$ cat src/hw/rtl/vna_ram.sv
module vna_ram #(
   parameter int WIDTH = 8,
   parameter int DEPTH = 16,
   localparam int AW = $clog2(DEPTH)
) (
   input  logic             clock,
   input  logic             we,
   input  logic [AW-1:0]    waddr,
   input  logic [WIDTH-1:0] wdata,
   input  logic [AW-1:0]    raddr,
   output logic [WIDTH-1:0] rdata
);

   logic [WIDTH-1:0] mem [DEPTH];

   always_ff @(posedge clock) begin
      if (we) begin
         mem[waddr] <= wdata;
      end
      rdata <= mem[raddr];
   end

endmodule

$ cat config.mk
export PLATFORM = sky130hd
export DESIGN_NAME = vna_ram
export DESIGN_NICKNAME = d
export VERILOG_FILES = /design/src/hw/rtl/vna_ram.sv
export SDC_FILE = /design/constraint.sdc
export NUM_CORES = 1
export LEC_CHECK = 0
export BUFFER_PORTS_ARGS = -buffer_cell sky130_fd_sc_hd__clkbuf_2
export CAP_MARGIN = 20
export CORE_UTILIZATION = 54
export DETAILED_ROUTE_END_ITERATION = 8
export GPL_ROUTABILITY_DRIVEN = 0
export PLACE_DENSITY_LB_ADDON = 0.1
export SKIP_LAST_GASP = 1
export SLEW_MARGIN = 20
export SYNTH_ARGS = -nofsm -noshare
export SYNTH_HDL_FRONTEND = slang
export SYNTH_SLANG_ARGS = --single-unit
$ cat constraint.sdc
create_clock -name clock -period 1.65 [get_ports clock]
set_input_delay 0.165 -clock clock [delete_from_list [all_inputs] [get_ports clock]]
set_output_delay 0.165 -clock clock [all_outputs]
set_load 0.05 [all_outputs]
==> results of run 1 <==
-- sequential cells by signal, summed over array words and instances, names as in the netlist --
| name | cells |
|---|---|
| mem | 128 |
| rdata | 8 |
-- kinds of logic after synthesis --
group | count (synthesis) | share of synthesized area, %
buffers and inverters | 10 | 1.677
AO/OA/AOI/OAI | 16 | 2.334
multiplexers | 32 | 15.02
flip-flops | 136 | 77.78
AND/OR/NAND/NOR | 35 | 3.184
-- metal layers --
layer  routed length, microns  vias to the layer above  part of all wire (%)  GRT usage, %
met1                     4173                     1295                    44         30.68
met2                     4722                       87                    49         32.91
met5                        0                        -                     0             0
li1                         -                     1099                     -             -
met3                      614                        2                   6.4         5.692
met4                       46                        0                  0.48         8.371
-- final timing paths --
check | startpoint | to
max reg2reg | mem[5][1]$_DFFE_PP_ | rdata[1]$_DFF_P_
min reg2reg | mem[14][6]$_DFFE_PP_ | rdata[6]$_DFF_P_
min | wdata[7] | mem[4][7]$_DFFE_PP_
max | mem[5][1]$_DFFE_PP_ | rdata[1]$_DFF_P_
-- per-stage QoR --
| step | setup WS (ns) | hold slack [ns] | cell area [sq um] |
|---|---|---|---|
| after global placement | 0.08938 | 0.5721 | 5570 |
| after global routing | 0.1901 | 0.09469 | 6181 |
| after detailed placement | 0.07244 | 0.5923 | 5570 |
| after CTS | 0.2674 | 0.06489 | 6181 |
| after floorplan | 0.2189 | 0.2639 | 5152 |
| final | 0.2844 | 0.08398 | 6181 |
-- area by class of cell --
| cell class | instances | area, sq um | area share (%) |
|---|---|---|---|
| timing repair buffer | 49 | 342.8 | 5.547 |
| sequential | 136 | 4004 | 64.78 |
| multi-input combinational | 83 | 1062 | 17.19 |
| tap | 129 | 161.4 | 2.611 |
| clock inverter | 13 | 178.9 | 2.895 |
| clock buffer | 19 | 431.7 | 6.984 |
-- report_power, final --
group | switching (mW) | internal, mW | leakage [nW]
combinational | 0.275 | 0.163 | 0.616
clock | 1.30 | 2.48 | 0.291
sequential | 0.0248 | 3.86 | 1.22
total | 1.60 | 6.51 | 2.13
-- Yosys cell counts --
cell	instances	area, sq um
edfxtp_1	128	3844
mux4_2	18	405.4
a22oi_1	16	120.1
mux4_1	14	367.9
nor2_1	13	48.80
nand2_1	9	33.78
dfxtp_1	8	160.2
nor3_1	4	20.02
buf_2	3	15.01
buf_6	3	33.78
clkdlybuf4s25_2	3	30.03
nand2b_1	2	12.51
nand3b_1	2	15.01
and2_1	1	6.260
and2b_1	1	7.510
buf_4	1	7.510
nand3_1	1	5.000
nor2b_1	1	6.260
or3b_2	1	8.760
==> run summary, run 1 <==
status = complete, no violations
synthesized flop and latch total = 136
Port-buffer cells = 25
maximum clock frequency = 732.3 MHz
cts hold-fix bufs = 0
WP depth = 3
via count = 2,483
Critical Path RT = 2.03 ns
Buffers & Inverters on Critical Path = 0
Worst Tran Pin Value = 0.4109 ns
wire length per cell = 22.28 microns
total CTS buffers = 17
Design Power = 8.113 mW
Max Slew Vio Count = 0
nets@finish = 305
setup bufs post-CTS = 0
RSZ-0062 raised after global routing = false
DR vias/cell = 5.788
fraction of layout cells with a size suffix above 1 = 33.00%
Clock Root Buffer = clkbuf_8
height of the chip = 99.64 microns
Setup TNS Final = 0 ns
CTS sink cnt = 136
dpl cells = 397
Die Footprint = 9927 sq um
Crit path max-delay family = multiplexers
r2r setup slk = 0.28 ns
first-pass GRT wire length = 14,550 microns
Clock transition at path regs = 0.06 ns
Final setup viols = 0
Max stage delay on crit path = 0.56 ns
core outline area = 9240 sq um
post-synthesis sequential area ratio = 77.78%
Worst R2R Path Depth = 3
pwr dens = 1313 nW/um^2
Clock Skews = 0.009298 ns
crit path DAT = 1.74 ns
relative slew slack = 72.61%
hpwl dp = 5987 microns
Leakage = 2.131 nW
worst min-delay path class = in -> reg
most common cell after layout, fill and taps aside = edfxtp_1
initial antenna violation count = 0
FP Rows = 35
final wirelength = 9556 microns
Final Hold Viols = 0
Setup CP Type = reg -> reg
Post-Syn Area per Cell = 22.48 sq um
CTS tree = done
Yosys Warn Count = 0
Max clock buf depth = 2
ANT nets after route = 0
Starting Density = 55.71%
Worst Setup End Kind = register
maxcap violations = 0
WHS Path Cells = 1
commonest cells after routing, fill and taps aside = edfxtp_1, clkbuf_2, buf_4, mux4_2
Syn Nets = 247
Netlist cell types = 19
I/O pins = 26
Post-Layout Cell Count = 429
Core Util, Final = 66.89%
vias in the first global route = 2,406
drt initial violations = 179
# resized after CTS = 0
grt ovf = 0
Cells after Synth = 229
crit-path cells = mux4_1, a22oi_1, nand2_1
CP max FO = 1
Total Routing Usage GR = 21.70%
Die X = 99.64 microns
Fill cells = 591
final worst path period share = 82.77%
antenna cells = 0
Worst path slowest cell = mux4_1
first-pass detailed-route iteration total = 5
drt drc = 0
H-tree depth = 4
Skew-Pair Late Insertion Delay = 0.50 ns
Peak VDD IR = 0.9131 mV
largest net degree at the start of global routing = 33
Area Growth Syn to Fin = 20.08%
Mapped Area = 5147 sq um
crit path launch type = register
Final Critical Period = 1.366 ns
Note: power is estimated with default switching activity, not from simulation.
==> inputs of run 2 (changes only) <==
==> constraint.sdc (replaced) <==
create_clock -name clock -period 1.1 [get_ports clock]
set_input_delay 0.11 -clock clock [delete_from_list [all_inputs] [get_ports clock]]
set_output_delay 0.11 -clock clock [all_outputs]
set_load 0.05 [all_outputs]
==> run 2 against run 1 <==
Effect of this change: the flow now finishes with violations (setup timing); sequential cell count stayed put; clock skew is 0.0033 ns lower; first-iteration DRC count is 6.1% lower; non-clock buffer count is 19 higher; cell count is 4.4% higher; sequential share of layout area is 2.8 points lower; sequential power is 50% higher; hold slack worse by 0.079 ns; total power is 47% higher; design area is 4.8% higher; critical path type unchanged; largest power group unchanged.
==> run summary, run 2 (synthesis gave the netlist of run 1 again) <==
status = complete, but fails checks
violated checks = setup timing
Fill cells = 575 (-2.7%)
Final setup viols = 10 (+10)
Core Util, Final = 70.09% (+3.2 points)
Crit path max-delay family = multiplexers
maximum clock frequency = 790.4 MHz (+7.9%)
drt drc = 0 (unchanged)
Clock Skews = 0.006040 ns (-0.003258 ns)
core outline area = 9240 sq um (unchanged)
pwr dens = 1836 nW/um^2 (+40%)
antenna cells = 0 (unchanged)
most common cell after layout, fill and taps aside = edfxtp_1
Max stage delay on crit path = 0.47 ns (-0.09 ns)
FP Rows = 35 (unchanged)
Max Slew Vio Count = 0 (unchanged)
Final Critical Period = 1.265 ns (-0.1005 ns)
worst setup margin = -0.1652 ns (-0.4495 ns)
beginning of the worst hold path = wdata[1]
grt met2 use = 36.54% (+3.6 points)
crit-path cells = mux4_2, a22oi_2, nand2_1
Area Growth Syn to Fin = 25.81%
Peak VDD IR = 1.416 mV (+55%)
Setup TNS Final = -1.272 ns (-1.272 ns)
I/O pins = 26 (unchanged)
r2r setup slk = -0.17 ns (-0.45 ns)
WHS Path Cells = 1 (unchanged)
worst min-delay path class = in -> reg
CP max FO = 1 (unchanged)
Worst path slowest cell = mux4_2
commonest cells after routing, fill and taps aside = edfxtp_1, buf_4, mux4_2, clkbuf_16, clkbuf_2
drt initial violations = 168 (-6.1%)
met3 Track Usage GR = 4.216% (-1.5 points)
biggest regs = mem x128, rdata x8
final wirelength = 9916 microns (+3.8%)
Total Routing Usage GR = 22.75% (+1.0 points)
reg2reg end = rdata[5]$_DFF_P_
H-tree depth = 4 (unchanged)
maxcap violations = 0 (unchanged)
initial antenna violation count = 0 (unchanged)
crit path launch type = register
Skew-Pair Late Insertion Delay = 0.51 ns (about the same)
Die Footprint = 9927 sq um (unchanged)
met1 Use GR = 31.18% (+0.50 points)
number of flip-flops in the largest register = 128 (unchanged)
WHS Endpoint = mem[6][1]$_DFFE_PP_
first-pass GRT wire length = 15,280 microns (+5.0%)
nets@finish = 324 (+6.2%)
crit path DAT = 1.66 ns (-0.08 ns)
Clock Root Buffer = clkbuf_8
RSZ-0062 raised after global routing = true
grt ovf = 0 (unchanged)
fraction of layout cells with a size suffix above 1 = 47.02% (+14 points)
Biggest register = mem
Critical Path RT = 1.49 ns (-0.54 ns)
wire length per cell = 22.13 microns (-0.63%)
CTS tree = done
Setup CP Type = reg -> reg
Die X = 99.64 microns (unchanged)
CTS sink cnt = 136 (unchanged)
hpwl dp = 6473 microns (+8.1%)
Design Power = 11.89 mW (+47%)
height of the chip = 99.64 microns (unchanged)
Starting Density = 55.71% (unchanged)
largest net degree at the start of global routing = 22 (-33%)
Worst Tran Pin Value = 0.9317 ns (+0.5209 ns)
Buffers & Inverters on Critical Path = 0 (unchanged)
Port-buffer cells = 25 (unchanged)
relative slew slack = 37.65% (-35 points)
Worst R2R Path Depth = 3 (unchanged)
Worst Setup End Kind = register
total CTS buffers = 17 (unchanged)
WP depth = 3 (unchanged)
Clock transition at path regs = 0.06 ns (about the same)
Leakage = 2.212 nW (+3.8%)
CP Launch Point = mem[10][5]$_DFFE_PP_
vias in the first global route = 2,682 (+11%)
Final Hold Slack = 0.004831 ns (-0.07915 ns)
Max clock buf depth = 2 (unchanged)
FF-to-FF Start = mem[10][5]$_DFFE_PP_
first-pass detailed-route iteration total = 4 (-1)
Final Hold Viols = 0 (unchanged)
DR vias/cell = 5.583 (-3.5%)
final worst path period share = 115.0% (+32 points)
busiest grt layer = met2
via count = 2,501 (+0.72%)
ANT nets after route = 0 (unchanged)
## run 2: how the worst max path moves through the flow
stage	slack, ns	end
after global routing	-0.21	rdata[2]$_DFF_P_
final	-0.17	rdata[5]$_DFF_P_
after floorplan	-0.14	mem[0][0]$_DFFE_PP_
after CTS	-0.17	rdata[6]$_DFF_P_
after global placement	-0.51	rdata[7]$_DFF_P_
after detailed placement	-0.51	rdata[7]$_DFF_P_
## run 2: timing repair
action,CTS,global route
gates resized for setup,29,10
pin swaps,2,1
buffers inserted,0,0
setup endpoints to repair,16,16
hold buffers,0,0
## run 2: where the power goes
part	internal, mW	total [mW]	leakage (nW)	switching [mW]
logic	0.397	0.851	0.716	0.455
registers	5.80	5.85	1.22	0.0498
clock network	3.20	5.19	0.271	1.99
## run 2: layout make-up
cell class                 instances  area [sq um]  share of cell area, %
sequential                       136          4016                  62.02
timing repair buffer              68         660.6                  10.20
clock inverter                    13         130.1                  2.009
clock buffer                      19         421.7                  6.511
multi-input combinational         83          1086                  16.77
tap                              129         161.4                  2.492
## run 2: per-stage QoR
step / cells / setup slack [ns] / area (sq um)
final: 448 / -0.1652 / 6476
after global routing: 448 / -0.2102 / 6476
after CTS: 448 / -0.1655 / 6460
after detailed placement: 416 / -0.5104 / 5782
after global placement: 416 / -0.5133 / 5782
after floorplan: 229 / -0.1431 / 5180
## run 2: routing by layer
metal,vias up,wire (microns)
li1,1122,-
met5,-,0
met2,78,5030
met1,1294,4170
met4,0,80
met3,7,633
==> inputs of run 3 (changes only) <==
--- a/config.mk
+++ b/config.mk
@@ -10,6 +10,7 @@
 export CORE_UTILIZATION = 54
 export DETAILED_ROUTE_END_ITERATION = 8
 export GPL_ROUTABILITY_DRIVEN = 0
+export MAX_ROUTING_LAYER = met4
 export PLACE_DENSITY_LB_ADDON = 0.1
 export SKIP_LAST_GASP = 1
 export SLEW_MARGIN = 20
==> run 3 against run 2 <==
Effect of this change: the run ends with hold timing, setup timing left; fmax shrank 0.15%; non-clock buffer count unchanged; register-to-register slack about the same; first-iteration DRC count up 4.2%; count of clock-buffer cells in the layout unchanged; sequential cell count is the same; wire length rose by 0.19%; worst setup slack lost 0.0019 ns; global-route usage grew 0.80 points; total power increased by 0.17%; clock power about the same; critical endpoint is now rdata[4]$_DFF_P_; largest cell class unchanged; highest routed layer unchanged.
==> run summary, run 3 (synthesis gave the netlist of run 1 again) <==
status = complete, but fails checks
violated checks = hold timing, setup timing
Fill cells = 575 (unchanged)
crit path DAT = 1.65 ns (about the same)
DR vias/cell = 5.589 (+0.12%)
grt ovf = 0 (unchanged)
final wirelength = 9935 microns (+0.19%)
first-pass GRT wire length = 15,310 microns (+0.23%)
Max Slew Vio Count = 0 (unchanged)
H-tree depth = 4 (unchanged)
hpwl dp = 6473 microns (unchanged)
maxcap violations = 0 (unchanged)
relative slew slack = 38.39% (+0.74 points)
core outline area = 9240 sq um (unchanged)
first-pass detailed-route iteration total = 4 (unchanged)
crit path launch type = register
Max clock buf depth = 2 (unchanged)
Port-buffer cells = 25 (unchanged)
drt initial violations = 175 (+4.2%)
via count = 2,504 (+0.12%)
I/O pins = 26 (unchanged)
CTS sink cnt = 136 (unchanged)
Biggest register = mem
biggest regs = mem x128, rdata x8
final worst path period share = 115.2% (+0.17 points)
Final setup viols = 10 (unchanged)
Final Critical Period = 1.267 ns (+0.001862 ns)
commonest cells after routing, fill and taps aside = edfxtp_1, buf_4, mux4_2, clkbuf_16, clkbuf_2
Design Power = 11.91 mW (+0.17%)
pwr dens = 1839 nW/um^2 (+0.17%)
Final Hold Viols = 2 (+2)
vias in the first global route = 2,677 (-0.19%)
Die Footprint = 9927 sq um (unchanged)
CP max FO = 1 (unchanged)
ANT nets after route = 0 (unchanged)
antenna cells = 0 (unchanged)
fraction of layout cells with a size suffix above 1 = 47.02% (unchanged)
RSZ-0062 raised after global routing = true
worst setup margin = -0.1670 ns (-0.001862 ns)
FP Rows = 35 (unchanged)
Starting Density = 55.71% (unchanged)
Clock Skews = 0.01268 ns (+0.006640 ns)
setup bufs post-CTS = 0 (unchanged)
pre-CTS setup slack = -0.5104 ns (unchanged)
worst min-delay path class = in -> reg
Skew-Pair Late Insertion Delay = 0.52 ns (about the same)
FF-to-FF Start = mem[7][4]$_DFFE_PP_
total CTS buffers = 17 (unchanged)
largest net degree at the start of global routing = 22 (unchanged)
beginning of the worst hold path = wdata[1]
Leakage = 2.212 nW (unchanged)
maximum clock frequency = 789.2 MHz (-0.15%)
number of flip-flops in the largest register = 128 (unchanged)
Clock transition at path regs = 0.06 ns (about the same)
CTS tree = done
wire length per cell = 22.18 microns (+0.19%)
most common cell after layout, fill and taps aside = edfxtp_1
Critical Path RT = 1.49 ns (about the same)
initial antenna violation count = 0 (unchanged)
CP Launch Point = mem[7][4]$_DFFE_PP_
Worst Setup End Kind = register
height of the chip = 99.64 microns (unchanged)
Worst Tran Pin Value = 0.9208 ns (-0.01099 ns)
cts hold-fix bufs = 0 (unchanged)
Peak VDD IR = 1.416 mV (about the same)
Total Routing Usage GR = 23.55% (+0.80 points)
drt drc = 0 (unchanged)
Setup CP Type = reg -> reg
Final Hold Slack = -0.0002666 ns (-0.005097 ns)
Die X = 99.64 microns (unchanged)
nets@finish = 324 (unchanged)
Clock Root Buffer = clkbuf_8
Area Growth Syn to Fin = 25.81% (unchanged)
-- run 3: cell counts in the layout (fill, tap and decap cells not counted) --
Identical to the previous run, type by type.
-- run 3: worst paths after layout --
path | slack, ns | to | cells past startpoint
max | -0.17 | rdata[4]$_DFF_P_ | 3
min reg2reg | 0.68 | rdata[6]$_DFF_P_ | 3
max reg2reg | -0.17 | rdata[4]$_DFF_P_ | 3
min | -0.0003 | mem[6][1]$_DFFE_PP_ | 1
-- run 3: where the power goes --
group	internal [mW]	switching [mW]	total, mW	leakage, nW
registers	5.80	0.0504	5.85	1.22
logic	0.397	0.456	0.853	0.716
clock network	3.20	2.00	5.21	0.271
total	9.40	2.51	11.9	2.21
-- run 3: through the flow --
step / std cells / utilization (%) / TNS (ns) / hold slack, ns / area (sq um)
6_report: 448 / 70.09 / -1.336 / -0.0002666 / 6476
3_5_place_dp: 416 / 62.57 / -21.52 / 0.5388 / 5782
3_3_place_gp: 416 / 62.57 / -18.31 / 0.5143 / 5782
5_1_grt: 448 / 70.09 / -1.841 / 0.02397 / 6476
2_1_floorplan: 229 / - / -1.718 / 0.2089 / 5180
4_1_cts: 448 / 69.91 / -1.448 / 0.01038 / 6460
-- run 3: repair_timing --
action	4_1_cts	5_1_grt
endpoints found under the setup margin	16	16
resized for setup	29	10
pin swaps	2	1
-- run 3: area by class of cell --
class / instances / area (sq um) / area share [%]
Multi-Input combinational cell: 83 / 1086 / 16.77
Clock inverter: 13 / 130.1 / 2.009
Timing Repair Buffer: 68 / 660.6 / 10.20
Sequential cell: 136 / 4016 / 62.02
Clock buffer: 19 / 421.7 / 6.511
Tap cell: 129 / 161.4 / 2.492
-- run 3: critical path, stage by stage (launching register included) --
cell and delay [ns]:
edfxtp_1 0.37, mux4_2 0.52, a22oi_2 0.17, nand2_1 0.08
-- run 3: routing by layer --
metal | global-route usage, % | part of all wire (%)
met1 | 31.58 | 43
met2 | 36.22 | 50
met3 | 4.427 | 5.7
met4 | 9.502 | 1.2
met5 | - | 0
